--- config.mk ---
export PLATFORM = sky130hd
export DESIGN_NAME = wildcard_pattern_matcher_top
export DESIGN_NICKNAME = d
export VERILOG_FILES = /design/src/rtl/wpm_pkg.sv /design/src/rtl/wildcard_pattern_matcher_top.sv
export SDC_FILE = /design/constraint.sdc
export NUM_CORES = 1
export LEC_CHECK = 0
export ABC_AREA = 1
export BUFFER_PORTS_ARGS = -buffer_cell sky130_fd_sc_hd__buf_2
export CAP_MARGIN = 30
export CELL_PAD_IN_SITES_DETAIL_PLACEMENT = 0
export CELL_PAD_IN_SITES_GLOBAL_PLACEMENT = 1
export CORE_MARGIN = 2
export CORE_UTILIZATION = 26
export CTS_BUF_LIST = sky130_fd_sc_hd__clkbuf_8
export DETAILED_ROUTE_END_ITERATION = 8
export MAX_ROUTING_LAYER = met4
export PLACE_DENSITY_LB_ADDON = 0.3
export SYNTH_ARGS = -nofsm -noshare
export SYNTH_HDL_FRONTEND = slang
export SYNTH_SLANG_ARGS = --single-unit
--- constraint.sdc ---
create_clock -name clk -period 4.6 [get_ports clk]
set_input_delay 0.46 -clock clk [delete_from_list [all_inputs] [get_ports clk]]
set_output_delay 0.46 -clock clk [all_outputs]
set_load 0.03 [all_outputs]
--- src/rtl/wpm_pkg.sv ---
// shared constants, codes and helpers for the wildcard pattern matcher
package wpm_pkg;

    localparam int MAX_PATTERN_DEF = 16;

    localparam int OP_W    = 2;
    localparam int INDEX_W = 4;
    localparam int CHAR_W  = 16;
    localparam int LEN_W   = 5;

    // stream data widths, padded to whole bytes
    localparam int S_TDATA_W = 24;
    localparam int M_TDATA_W = 8;

    localparam logic [CHAR_W-1:0] CH_STAR     = 16'h002A;
    localparam logic [CHAR_W-1:0] CH_QUESTION = 16'h003F;
    localparam logic [CHAR_W-1:0] CH_PERIOD   = 16'h002E;
    localparam logic [CHAR_W-1:0] CH_UPPER_A  = 16'h0041;
    localparam logic [CHAR_W-1:0] CH_UPPER_Z  = 16'h005A;
    localparam logic [CHAR_W-1:0] CASE_OFFSET = 16'h0020;

    typedef enum logic [OP_W-1:0] {
        OP_WRITE = 2'd0,
        OP_CHAR  = 2'd1,
        OP_END   = 2'd2,
        OP_RSVD  = 2'd3
    } op_t;

    // ascii upper case folded to lower case, all other codes unchanged
    function automatic logic [CHAR_W-1:0] fold_case(input logic [CHAR_W-1:0] c);
        logic [CHAR_W-1:0] r;
        r = c;
        if (c >= CH_UPPER_A && c <= CH_UPPER_Z)
        begin
            r = c + CASE_OFFSET;
        end
        return r;
    endfunction

endpackage

--- src/rtl/wildcard_pattern_matcher_top.sv ---
// wildcard pattern matcher: pattern store, position set update and result register
//
// Case-insensitive glob matcher for 16-bit characters. A star matches any run
// of characters (also an empty one), a question mark any single character other
// than a period, and every other pattern character matches itself with ASCII
// A-Z folded to a-z. The operation of each input transaction travels on
// s_tuser. Load the pattern with write transactions (one character per index)
// and set cfg_wr_data to its length while the block is idle; then stream the
// subject one character per transaction and close it with an end transaction,
// which returns matched in bit 0 of m_tdata and rearms the matcher for the
// next subject. Trailing stars match an empty remainder and an empty subject
// matches an empty or all-star pattern. One transaction is taken every clock
// cycle while s_tready is high: each one is held in an input register and
// retired by one pass of parallel lane logic, where the star closure of the
// position set is a logarithmic prefix network of clog2(MAX_PATTERN+1) levels.
// A retiring end transaction loads its result into the result register, and
// s_tready drops only while an end transaction waits for a full result
// register that the sink is not draining.
module wildcard_pattern_matcher_top #(
    parameter int MAX_PATTERN = wpm_pkg::MAX_PATTERN_DEF
) (
    input  logic                           clk,
    input  logic                           rst_n,
    // configuration: pattern length register
    input  logic                           cfg_wr_en,
    input  logic [wpm_pkg::LEN_W-1:0]      cfg_wr_data,
    // input transactions
    input  logic                           s_tvalid,
    output logic                           s_tready,
    // [3:0] pattern_index, [19:4] char_code, [23:20] zero
    input  logic [wpm_pkg::S_TDATA_W-1:0]  s_tdata,
    // [1:0] operation
    input  logic [wpm_pkg::OP_W-1:0]       s_tuser,
    // result transactions
    output logic                           m_tvalid,
    input  logic                           m_tready,
    // [0] matched, [7:1] zero
    output logic [wpm_pkg::M_TDATA_W-1:0]  m_tdata
);
    import wpm_pkg::*;

    localparam int NPOS = MAX_PATTERN + 1;
    localparam int LVL  = $clog2(NPOS);

    // configuration register
    logic [LEN_W-1:0]  plen_reg;

    // input register
    logic              in_vld_reg;
    op_t               in_op_reg;
    logic [INDEX_W-1:0] in_idx_reg;
    logic [CHAR_W-1:0] in_char_reg;

    // pattern store, kept pre-decoded per entry
    logic [CHAR_W-1:0] pat_char_reg [MAX_PATTERN];
    logic [MAX_PATTERN-1:0] pat_star_reg;
    logic [MAX_PATTERN-1:0] pat_qm_reg;

    // reachable pattern positions
    logic [NPOS-1:0]   active_reg;
    logic [NPOS-1:0]   active_next;

    // result register
    logic              out_vld_reg;
    logic              out_matched_reg;

    logic              proc;
    logic [CHAR_W-1:0] subj_fold;
    logic [MAX_PATTERN-1:0] lane_on;
    logic [MAX_PATTERN-1:0] prop;
    logic [MAX_PATTERN-1:0] hit;
    logic [MAX_PATTERN-1:0] stay;
    logic [MAX_PATTERN-1:0] adv;
    logic [NPOS-1:0]   end_sel;
    logic [NPOS-1:0]   closed;
    logic [NPOS-1:0]   g_lvl [LVL+1];
    logic [NPOS-1:0]   p_lvl [LVL+1];
    logic [NPOS-1:0]   step_set;
    logic              match_now;

    // the held transaction retires unless it is an end waiting on a busy output
    assign proc     = in_vld_reg &&
                      (in_op_reg != OP_END || !out_vld_reg || m_tready);
    assign s_tready = !in_vld_reg || proc;

    assign m_tvalid = out_vld_reg;
    assign m_tdata  = {{(M_TDATA_W-1){1'b0}}, out_matched_reg};

    assign subj_fold = fold_case(in_char_reg);

    // per-lane decode of the stored pattern against the current character
    for (genvar i = 0; i < MAX_PATTERN; i++)
    begin : g_lane
        assign lane_on[i] = (i < int'(plen_reg));
        assign prop[i]    = pat_star_reg[i] && lane_on[i];
        assign hit[i]     = pat_qm_reg[i] ? (in_char_reg != CH_PERIOD)
                                          : (pat_char_reg[i] == subj_fold);
        // star lanes hold their position, others step on a hit
        assign stay[i]    = closed[i] && prop[i];
        assign adv[i]     = closed[i] && lane_on[i] && !pat_star_reg[i] && hit[i];
        // end position of the pattern, length saturated to the store depth
        assign end_sel[i] = (int'(plen_reg) == i);
    end
    assign end_sel[MAX_PATTERN] = (int'(plen_reg) >= MAX_PATTERN);

    // star closure as a prefix network: position j is reached from j-1 over a star
    assign g_lvl[0] = active_reg;
    assign p_lvl[0] = {prop, 1'b0};
    for (genvar l = 0; l < LVL; l++)
    begin : g_level
        for (genvar j = 0; j < NPOS; j++)
        begin : g_bit
            if (j >= (1 << l))
            begin : g_comb
                assign g_lvl[l+1][j] = g_lvl[l][j] ||
                                       (p_lvl[l][j] && g_lvl[l][j-(1<<l)]);
                assign p_lvl[l+1][j] = p_lvl[l][j] && p_lvl[l][j-(1<<l)];
            end
            else
            begin : g_pass
                assign g_lvl[l+1][j] = g_lvl[l][j];
                assign p_lvl[l+1][j] = p_lvl[l][j];
            end
        end
    end
    assign closed = g_lvl[LVL];

    // position set after one subject character
    assign step_set  = {1'b0, stay} | {adv, 1'b0};
    assign match_now = |(closed & end_sel);

    always_comb
    begin
        active_next = active_reg;
        if (proc)
        begin
            case (in_op_reg)
                OP_CHAR:  active_next = step_set;
                OP_END:   active_next = NPOS'(1);
                default:  active_next = active_reg;
            endcase
        end
    end

    always_ff @(posedge clk or negedge rst_n)
    begin
        if (!rst_n)
        begin
            plen_reg    <= '0;
            in_vld_reg  <= 1'b0;
            active_reg  <= NPOS'(1);
            out_vld_reg <= 1'b0;
        end
        else
        begin
            if (cfg_wr_en)
            begin
                plen_reg <= cfg_wr_data;
            end
            if (s_tready)
            begin
                in_vld_reg <= s_tvalid;
            end
            active_reg <= active_next;
            if (proc && in_op_reg == OP_END)
            begin
                out_vld_reg <= 1'b1;
            end
            else if (m_tready)
            begin
                out_vld_reg <= 1'b0;
            end
        end
    end

    // payload registers
    always_ff @(posedge clk)
    begin
        if (s_tready && s_tvalid)
        begin
            in_op_reg   <= op_t'(s_tuser);
            in_idx_reg  <= s_tdata[INDEX_W-1:0];
            in_char_reg <= s_tdata[INDEX_W +: CHAR_W];
        end
        if (proc && in_op_reg == OP_END)
        begin
            out_matched_reg <= match_now;
        end
    end

    // pattern writes, indexes beyond the store are dropped
    for (genvar e = 0; e < MAX_PATTERN; e++)
    begin : g_store
        always_ff @(posedge clk)
        begin
            if (proc && in_op_reg == OP_WRITE && int'(in_idx_reg) == e)
            begin
                pat_char_reg[e] <= fold_case(in_char_reg);
                pat_star_reg[e] <= (in_char_reg == CH_STAR);
                pat_qm_reg[e]   <= (in_char_reg == CH_QUESTION);
            end
        end
    end

    // an end transaction rearms the position set
    a_end_rearm: assert property (@(posedge clk) disable iff (!rst_n)
        (proc && in_op_reg == OP_END) |=> (active_reg == NPOS'(1)))
        else $error("position set not rearmed after end transaction");

    // a new result only comes from a retired end transaction
    a_result_src: assert property (@(posedge clk) disable iff (!rst_n)
        $rose(out_vld_reg) |-> $past(proc && in_op_reg == OP_END))
        else $error("result raised without an end transaction");

    // a stalled input register never takes a new transaction
    a_no_overrun: assert property (@(posedge clk) disable iff (!rst_n)
        (in_vld_reg && !proc) |-> !s_tready)
        else $error("input accepted while held transaction stalled");

    // without a retiring end the position set only changes on a character
    a_set_hold: assert property (@(posedge clk) disable iff (!rst_n)
        !(proc && (in_op_reg == OP_CHAR || in_op_reg == OP_END)) |=> $stable(active_reg))
        else $error("position set changed without a subject transaction");

endmodule
==> reports/qor.yml, run 1 <==
outcome:
  status: "completed"
critical_path:
  endpoint_kind: "register"
  r2r_cells: 17
  regToRegSetupSlack_ns: 1.31
  slowest_delay_ns: 0.72
  crit_chain: "inv_1 > nand2_1 > nor2_2 > nand2_4 > nor2_8 > nand2_4 > nand2_4 > nand2_1 > nand2_1 > o21ai_1 > nor2_1 > nand3_1 > nand2_1 > nand2_1 > nand2_1 > nand2_1 > nand2_1"
  crit_path_frequent_cell: "nand2_1"
  required_ns: 5.16
  critical_path_class: "reg2reg"
  reg2reg_to: "active_reg[5]"
  critPathLaunch: "in_char_reg[8]"
  slowest_stage: "edfxtp_1"
  worstPathArrival_ns: 3.85
  worstReg2RegStart: "in_char_reg[8]"
  critPathMaxFanout: 32
  start_kind: "register"
sta:
  slew_headroom: 0.351
  hold_viol_final: 0
  period_share: 0.716
  fin_skew_ns: 0.0270
  setup_ws_ns: 1.31
  fmax_mhz: 304
  worst_pin_slew_ns: 0.966
  rsz0062_at_grt: "no"
  period_needed_ns: 3.29
  fin_tns_setup_ns: 0
  maxSlewViolCount: 0
  setup_violations: 0
synthesis:
  ys_warn_count: 0
  avgSynthCellArea_um2: 10.8
  synthFlopType: "edfxtp_1"
  synthesis.area_um2: 16100
  ys_async_sr_fraction: 0.0716
  synthCells: 1487
  synth_cell_types: 47
  synth_edf_count: 311
  ys_seq_area_frac: 0.619
  synth_seq_cells: 335
die:
  die_h_um: 253
  die_w_um: 253
  core_area_um2: 61400
  initial_utilization: 0.262
  pin_count: 46
  rows: 91
  die-area_um2: 63800
routing:
  drt_iter0_drc: 611
  wl_per_cell_um: 16.7
  antenna_left: 0
  wl_um: 40400
  vias_per_cell: 4.31
  vias: 10500
  first_pass_iters: 5
  drc_errors: 0
place:
  placed_cells: 2283
  place_ws_ns: 1.27
  gp_congestion: 0.862
  io_buffers: 34
  hpwl_um: 27500
global_route:
  met3_usage: 0.0217
  grt_pass1_wl_um: 62400
  grt_pass1_vias: 10400
  antenna_found_initial: 0
  grt-ovfl-total: 0
  grt_max_degree: 34
  grtUsageMet1: 0.176
  grt_usage: 0.132
  grt_util_met2: 0.210
  busiest_layer: "met2"
clock_network:
  root_buffer: "clkbuf_8"
  cts.path.max_buffers: 3
  cts_buffers: 57
  htree_levels: 2
  insertion_delay_ns: 0.65
  clkTransAtPathRegs_ns: 0.06
  cts_tree: "built"
  cts_setup_buffers: 0
  cts_resized: 0
  ctsHoldBuffers: 26
  numClockSinks: 335
cells_and_area:
  fillers: 6276
  antenna-diode-count: 0
  area_growth_pct: 15.4
  layout.cells.non_filler: 2422
  layout-drive-gt1-share: 0.154
  largest_reg_flops: 256
  nNetsFinal: 1623
power:
  leakage_nw: 7.27
  power_density_nw_per_um2: 367
  vdd_ir_drop_max_v: 0.000217
worst_hold_path:
  whs_path_depth: 1
  min_from: "s_tdata[10]"
  hold_path_end: "in_char_reg[6]"
  min_path_type: "in2reg"
job:
  drv.max_cap_violation_count: 0
==> worst max-delay path: cells and delay by family, from the launching register on <==
kind            cells  cell delay, ns
simple gates       15            1.88
buf+inv             1            0.50
compound gates      1            0.06
flops               1            0.72
==> per-layer routing <==
metal / part of all wire / up-vias
li1: - / 5163
met5: 0 / -
met3: 0.036 / 65
met4: 0.018 / 0
met2: 0.46 / 174
met1: 0.48 / 5048
==> power by group <==
| group | switching [W] | total (W) | internal [W] |
|---|---|---|---|
| clock network | 0.00126 | 0.00249 | 0.00123 |
| registers | 0.0000711 | 0.00348 | 0.00341 |
| logic | 0.000577 | 0.000838 | 0.000261 |
| total | 0.00190 | 0.00680 | 0.00490 |
==> worst max path at each step <==
stage,slack (ns),endpoint,depth (start not counted)
floorplan,2.13,pat_qm_reg[0],4
global placement,1.36,active_reg[5],17
detailed placement,1.27,active_reg[5],17
CTS,1.22,active_reg[7],16
global route,0.92,active_reg[5],17
finish,1.31,active_reg[5],17
==> kinds of logic (layout without fill, tap and decap cells) <==
| kind of cell | after synthesis | in the layout | synth area share |
|---|---|---|---|
| AOI/OAI and AO/OA | 67 | 67 | 0.0246 |
| xor gates and xnor gates | 160 | 160 | 0.0872 |
| adders and majority gates | 3 | 3 | 0.00234 |
| buffers and inverters | 203 | 342 | 0.0581 |
| DFF | 335 | 335 | 0.619 |
| other | 1 | 7 | 0.000233 |
| and+or+nand+nor | 718 | 718 | 0.209 |
==> synth_stat cells (all sizes together), types with 2 or more instances <==
master	number	area share
nand4	56	0.022
a211oi	2	0.00093
edfxtp	311	0.58
o211ai	3	0.0014
nand2	342	0.085
dfrtp	23	0.036
a31oi	4	0.0016
nor4	9	0.0035
nand3	86	0.029
xnor2	47	0.026
clkbuf	19	0.0044
or2	52	0.020
nor2	129	0.033
xor2	113	0.062
nand3b	13	0.0061
ha	3	0.0023
nor3	30	0.0093
a21oi	25	0.0087
buf	42	0.020
inv	140	0.033
clkinv	2	0.00054
o21ai	29	0.0097
==> layout by cell type (no fill, tap or decap), types with 2 or more instances in the layout <==
master         netlist  layout
ha_1                 3       3
clkinv_1             1      16
nor2_2               5      18
nand2_2             17      17
xor2_1             113     113
o21ai_0             22      22
nand3_2              2       2
nand3b_1            13      13
clkinv_2             1       5
nand2_4              6       6
a31oi_1              4       4
or2_2               51      51
o21ai_1              6       6
buf_4               12      20
edfxtp_1           311     311
dfrtp_1             23      23
nand3_1             82      82
o211ai_1             3       3
buf_2               17      35
dlygate4sd3_1        0      26
a211oi_1             2       2
buf_8                0      10
a21oi_1             21      21
inv_2               12      12
nor4_1               9       8
nor2_1             121     108
xnor2_1             47      47
nand4_1             56      56
inv_1              127     154
nand2_1            319     319
clkbuf_8             0      58
conb_1               1       7
a21oi_2              4       4
nand3_4              2       2
nor2_8               2       2
nor3_1              30      30
==> final cells by class <==
class,count,area (um2),area share
multi-input combinational,955,5270,0.284
timing repair buffer,93,774,0.0418
clock buffer,58,798,0.0430
tap,790,988,0.0533
sequential,335,9940,0.536
inverter,142,539,0.0291
clock inverter,49,240,0.0130
==> stage by stage <==
stage                     hold WS, ns  utilization  power (W)  cell area, um2
after floorplan                 0.164            -    0.00411           16100
after global placement          0.464        0.278    0.00437           17100
after detailed placement        0.465        0.280    0.00437           17200
after CTS                     0.00408        0.301    0.00693           18500
after global routing           0.0162        0.302    0.00715           18500
final                          0.0638        0.302    0.00680           18500
Power figures use the tool's default switching activity.
==> inputs of run 2 (changes only) <==
Clock period 4.6 ns to 3.4 ns, I/O delays scaled along.
==> run 2 against run 1 <==
  * Routed wire length grew 0.17%
  * Via count grew 0.56%
  * Hold slack better by 0.19 ns
  * Non-clock buffer count up 26
  * Critical path type unchanged
  * Largest cell class unchanged
==> reports/qor.yml, run 2 (synthesis gave the netlist of run 1 again) <==
sta:
  hold_viol_final: 0  # unchanged
  hold_slack_ns: 0.250  # +0.186 ns
  worst_pin_slew_ns: 0.659  # -0.307 ns
  slew_headroom: 0.561  # +0.210
  maxSlewViolCount: 0  # unchanged
  fin_tns_setup_ns: 0  # unchanged
  setup_violations: 0  # unchanged
  fmax_mhz: 367  # +21%
  period_needed_ns: 2.73  # -0.567 ns
  fin_skew_ns: 0.0428  # +0.0158 ns
  period_share: 0.802  # +0.0860
  rsz0062_at_grt: "no"
global_route:
  grt_pass1_wl_um: 62000  # -0.63%
  antenna_found_initial: 0  # unchanged
  grt_usage: 0.132  # +0.000199
  grt_pass1_vias: 10600  # +1.4%
  grt_max_degree: 33  # -2.9%
  grt-ovfl-total: 0  # unchanged
die:
  die_w_um: 253  # unchanged
  core_area_um2: 61400  # unchanged
  rows: 91  # unchanged
  pin_count: 46  # unchanged
  initial_utilization: 0.262  # unchanged
  die_h_um: 253  # unchanged
  die-area_um2: 63800  # unchanged
routing:
  first_pass_iters: 5  # unchanged
  antenna_left: 0  # unchanged
  drc_errors: 0  # unchanged
  vias_per_cell: 4.29  # -0.63%
  vias: 10500  # +0.56%
  drt_iter0_drc: 613  # +0.33%
  wl_per_cell_um: 16.5  # -1.0%
  wl_um: 40500  # +0.17%
cells_and_area:
  largest_reg_flops: 256  # unchanged
  fillers: 6244  # -0.51%
  design_area_um2: 18700  # +0.78%
  mostFrequentLayoutCell: "nand2_1"
  area_growth_pct: 16.3
  nNetsFinal: 1650  # +1.7%
  layout-drive-gt1-share: 0.160  # +0.00573
  layout_common_cells: "nand2_1 (319), edfxtp_1 (311), inv_1 (159), xor2_1 (113), nor2_1 (108)"
  antenna-diode-count: 0  # unchanged
clock_network:
  cts_resized: 0  # unchanged
  root_buffer: "clkbuf_8"
  insertion_delay_ns: 0.67  # +0.02 ns
  cts.path.max_buffers: 3  # unchanged
  cts_tree: "built"
  numClockSinks: 335  # unchanged
  clkTransAtPathRegs_ns: 0.07  # about the same
  htree_levels: 2  # unchanged
  cts_buffers: 58  # +1.8%
critical_path:
  start_kind: "register"
  worstPathArrival_ns: 3.11  # -0.74 ns
  r2r_cells: 9  # -8
  critical_path_class: "reg2reg"
  critPathMaxFanout: 7  # -78%
  required_ns: 3.78  # -1.38 ns
  endpoint_kind: "register"
power:
  leakage_nw: 7.38  # +1.6%
  vdd_ir_drop_max_v: 0.000285  # +31%
  power_density_nw_per_um2: 493  # +35%
  fin_total_pwr_w: 0.00922  # +36%
place:
  placed_area_um2: 17200  # +0.37%
  gp_congestion: 0.838  # -2.7%
  io_buffers: 34  # unchanged
  hpwl_um: 27100  # -1.4%
worst_hold_path:
  min_path_type: "in2async"
outcome:
  status: "completed"
job:
  drv.max_cap_violation_count: 0  # unchanged
[run 2: cell count changes in the layout (fill, tap and decap cells not counted), moves of 2 or more]
| cell | previous run | this run |
|---|---|---|
| buf_4 | 20 | 44 |
| dlygate4sd3_1 | 26 | 41 |
| buf_8 | 10 | 0 |
| clkinv_1 | 16 | 11 |
| inv_1 | 154 | 159 |
| clkbuf_8 | 58 | 60 |
[run 2: worst max-delay path, cell delays in order (launching register included)]
cell and delay, ns:
dfrtp_1 0.45, nor2_1 0.45, nand2_1 0.12, nand3_1 0.18
o21ai_0 0.14, nand3b_1 0.37, nand2_1 0.15, o21ai_0 0.10
nor3_1 0.35, nand4_1 0.16
[run 2: stage by stage]
stage | utilization | std cells | worst slack, ns
CTS | 0.305 | 2451 | 0.631
floorplan | - | 1493 | 0.927
global route | 0.305 | 2451 | 0.399
detailed placement | 0.281 | 2300 | 0.684
global placement | 0.281 | 2300 | 0.729
finish | 0.305 | 2451 | 0.674
[run 2: cell type report]
type,count,area (um2),share of cell area
clock inverters,50,230,0.0123
flip-flops and latches,335,9940,0.532
inverters,142,539,0.0288
well taps,790,988,0.0529
multi-input cells,955,5260,0.281
clock buffers,60,826,0.0442
repair buffers,119,911,0.0487
[run 2: per-layer routing]
layer | vias to the layer above | global-route usage | routed length [um]
met1 | 5007 | 0.175 | 19300
met4 | 0 | 0.0468 | 1310
met3 | 80 | 0.0276 | 1760
li1 | 5229 | - | -
met2 | 192 | 0.201 | 18200
met5 | - | - | 0
[run 2: what timing repair did]
item	CTS	global route
buffers inserted	0	0
hold endpoints to repair	52	0
hold buffers	41	0
setup endpoints to repair	0	0
[run 2: path summary, 6_finish.rpt]
kind	startpoint	endpoint	slack [ns]
hold reg to reg	active_reg[8]	active_reg[8]	0.48
min in group clk	s_tdata[3]	in_idx_reg[3]	0.38
hold / removal	rst_n	active_reg[2]	0.25
setup reg to reg	plen_reg[0]	out_matched_reg	0.67
setup / recovery	plen_reg[0]	out_matched_reg	0.67
max in group asynchronous	rst_n	active_reg[8]	2.70
[run 2: report_power, final]
group          total, W  switching (W)  internal [W]
combinational   0.00116       0.000793      0.000372
clock           0.00337        0.00171       0.00166
sequential      0.00469      0.0000827       0.00461
==> inputs of run 3 (changes only) <==
Settings changed: ABC_AREA 1 to 0.
Clock period 3.4 ns to 2.19 ns, I/O delays scaled along.
==> run 3 against run 2 <==
  * The run now ends with negative setup slack left
  * Clock-buffer cell count increased by 1
  * Non-clock buffer count increased by 178
  * Sequential power increased by 56%
  * Combinational power increased by 81%
  * Core utilization increased by 5.0 points
  * Final area increased by 7.1%
  * Critical endpoint is now active_reg[12]
  * Highest routed layer unchanged
==> reports/qor.yml, run 3 <==
synthesis:
  avgSynthCellArea_um2: 14.0  # +30%
  synth_most_common_cell: "edfxtp_1"
  yosysTopAreaCellShare: 0.628  # +0.0466
  ys_seq_area_frac: 0.668  # +0.0496
  synthesis.area_um2: 14900  # -7.4%
  synth_cell_types: 67  # +43%
  synth_seq_cells: 335  # unchanged
  ys_async_sr_fraction: 0.0716  # unchanged
  synth_common_cells: "edfxtp_1 (311), xor2_1 (128), xnor2_1 (121)"
  synth_edf_count: 311  # unchanged
  synth.top_cells.by_area: "edfxtp_1 (63%), xor2_1 (7.5%), xnor2_1 (7.1%), dfrtp_1 (3.9%), nand4_1 (1.4%)"
  synth_top_area_cell: "edfxtp_1"
  synthFlopType: "edfxtp_1"
  ys_warn_count: 0  # unchanged
  synthCells: 1063  # -29%
critical_path:
  critPathMaxFanout: 3  # -4
  worstPathArrival_ns: 3.08  # -0.03 ns
  critical_path_class: "reg2reg"
  endpoint_kind: "register"
  start_kind: "register"
  required_ns: 2.76  # -1.02 ns
  r2r_cells: 8  # -1
power:
  leakage_nw: 6.93  # -6.2%
  power_density_nw_per_um2: 728  # +48%
  seqPwrFrac: 0.501  # -0.008
  p_comb_frac: 0.144  # +0.018
  power.share.switching: 0.262  # -0.0191
  p_int_w: 0.0108  # +62%
  pwr-share-clk: 0.355  # -0.010
  netSwitchingPower_w: 0.00381  # +47%
  vdd_ir_drop_max_v: 0.000369  # +30%
global_route:
  grt_pass1_vias: 9914  # -6.0%
  grt-ovfl-total: 0  # unchanged
  grt_max_degree: 27  # -18%
  antenna_found_initial: 0  # unchanged
  grt_pass1_wl_um: 61000  # -1.6%
  grt_usage: 0.138  # +0.00612
routing:
  vias_per_cell: 4.43  # +3.3%
  antenna_left: 0  # unchanged
  wl_per_cell_um: 18.3  # +11%
  wl_um: 39700  # -2.1%
  drt_iter0_drc: 607  # -0.98%
  vias: 9596  # -8.7%
  first_pass_iters: 5  # unchanged
  drc_errors: 0  # unchanged
die:
  initial_utilization: 0.263  # +0.00149
  core_area_um2: 56500  # -7.9%
  rows: 87  # -4.4%
  pin_count: 46  # unchanged
  die_h_um: 243  # -3.7%
  die-area_um2: 59200  # -7.3%
  die_w_um: 243  # -3.7%
sta:
  hold_viol_final: 0  # unchanged
  setup_violations: 33  # +33
  worst_pin_slew_ns: 0.681  # +0.0223 ns
  rsz0062_at_grt: "yes"
  period_share: 1.15  # +0.346
  fmax_mhz: 398  # +8.4%
  setup_ws_ns: -0.324  # -0.998 ns
  slew_headroom: 0.546  # -0.0149
  period_needed_ns: 2.51  # -0.212 ns
  fin_skew_ns: 0.0341  # -0.00871 ns
  maxSlewViolCount: 0  # unchanged
cells_and_area:
  area_growth_pct: 34.6
  layout-drive-gt1-share: 0.317  # +0.156
  post-route-util: 0.354  # +0.0498
  design_area_um2: 20000  # +7.1%
  largest_reg_flops: 256  # unchanged
  mostFrequentLayoutCell: "edfxtp_1"
  layout_common_cells: "edfxtp_1 (311), buf_4 (170), xor2_1 (126), xnor2_1 (109), clkbuf_8 (61)"
  nNetsFinal: 1405  # -15%
job:
  drv.max_cap_violation_count: 0  # unchanged
clock_network:
  cts.path.max_buffers: 3  # unchanged
  root_buffer: "clkbuf_8"
  clkTransAtPathRegs_ns: 0.07  # about the same
  numClockSinks: 335  # unchanged
  cts_tree: "built"
  htree_levels: 2  # unchanged
  cts_buffers: 61  # +5.2%
  insertion_delay_ns: 0.65  # -0.02 ns
place:
  hpwl_um: 27300  # +0.87%
  placed_area_um2: 17800  # +3.5%
  gp_congestion: 0.867  # +3.5%
  io_buffers: 34  # unchanged
worst_hold_path:
  min_path_type: "in2async"
outcome:
  violations: "negative setup slack"
  status: "finished with violations"
==> run 3: cell types whose count changed after synthesis, moves of 22 or more <==
| cell | before | now |
|---|---|---|
| inv_1 | 127 | 20 |
| nand4_1 | 56 | 34 |
| or2_2 | 51 | 0 |
| nor4_1 | 9 | 34 |
| nor2_1 | 121 | 42 |
| nand2_1 | 319 | 43 |
| xnor2_1 | 47 | 121 |
| nand3_1 | 82 | 18 |
==> run 3: kinds of logic after synthesis <==
group                    share of synthesized area
other                                     0.000252
XOR/XNOR                                     0.147
buffers and inverters                       0.0264
adder cells (fa/ha/maj)                    0.00252
multiplexers                               0.00303
flip-flops                                   0.668
AO/OA/AOI/OAI                               0.0653
AND/OR/NAND/NOR                             0.0879
==> run 3: what timing repair did <==
item | 4_1_cts | 5_1_grt
hold buffers | 38 | 0
buffers inserted | 18 | 6
pin swaps | 33 | 26
gates resized for setup | 79 | 44
endpoints found under the hold margin | 53 | 0
setup endpoints to repair | 49 | 63
==> run 3: power by group through the flow <==
| stage | combinational (W) | sequential [W] | clock (W) |
|---|---|---|---|
| after CTS | 0.00203 | 0.00731 | 0.00538 |
| after floorplan | 0.000983 | 0.00739 | 0 |
| final | 0.00210 | 0.00731 | 0.00518 |
| after global routing | 0.00229 | 0.00733 | 0.00568 |
| after global placement | 0.00183 | 0.00743 | 0 |
| after detailed placement | 0.00182 | 0.00743 | 0 |
==> run 3: worst max-delay path: stages (launching register included) <==
cell and delay (ns):
edfxtp_1 0.38, or3_4 0.42, o221a_4 0.28, a21oi_4 0.15
xnor2_1 0.09, nor4_2 0.30, a32oi_2 0.22, or4_4 0.46
a21oi_2 0.13
==> run 3: worst paths after layout <==
kind	from	to	slack, ns
hold reg to reg	active_reg[4]	active_reg[4]	0.49
setup / recovery	in_char_reg[2]	active_reg[12]	-0.32
min in group clk	s_tdata[9]	in_char_reg[5]	0.28
setup reg to reg	in_char_reg[2]	active_reg[12]	-0.32
max in group asynchronous	rst_n	plen_reg[1]	1.56
hold / removal	rst_n	plen_reg[4]	0.16
==> run 3: area by class of cell <==
class                      count  area (um2)
multi-input combinational    651        5240
sequential                   335        9940
timing repair buffer         297        2780
fill                        5489       36500
clock inverter                45         195
inverter                      20        87.6
tap                          756         946
clock buffer                  61         840
antenna                        1        2.50
==> run 3: through the flow <==
stage	setup slack, ns	hold WS [ns]	cells	total power [W]	TNS (ns)
global placement	-0.510	0.284	2006	0.00925	-9.71
detailed placement	-0.487	0.292	2006	0.00925	-11.69
CTS	-0.345	0.139	2163	0.0147	-7.14
finish	-0.324	0.161	2166	0.0146	-6.39
global route	-0.441	0.179	2165	0.0153	-12.04
floorplan	-0.359	-0.0766	1069	0.00838	-7.71
==> run 3: per-layer routing <==
metal  track usage  share of wire
met2         0.207           0.45
met3        0.0229          0.041
met5             -              0
met4        0.0404          0.021
met1         0.193           0.49
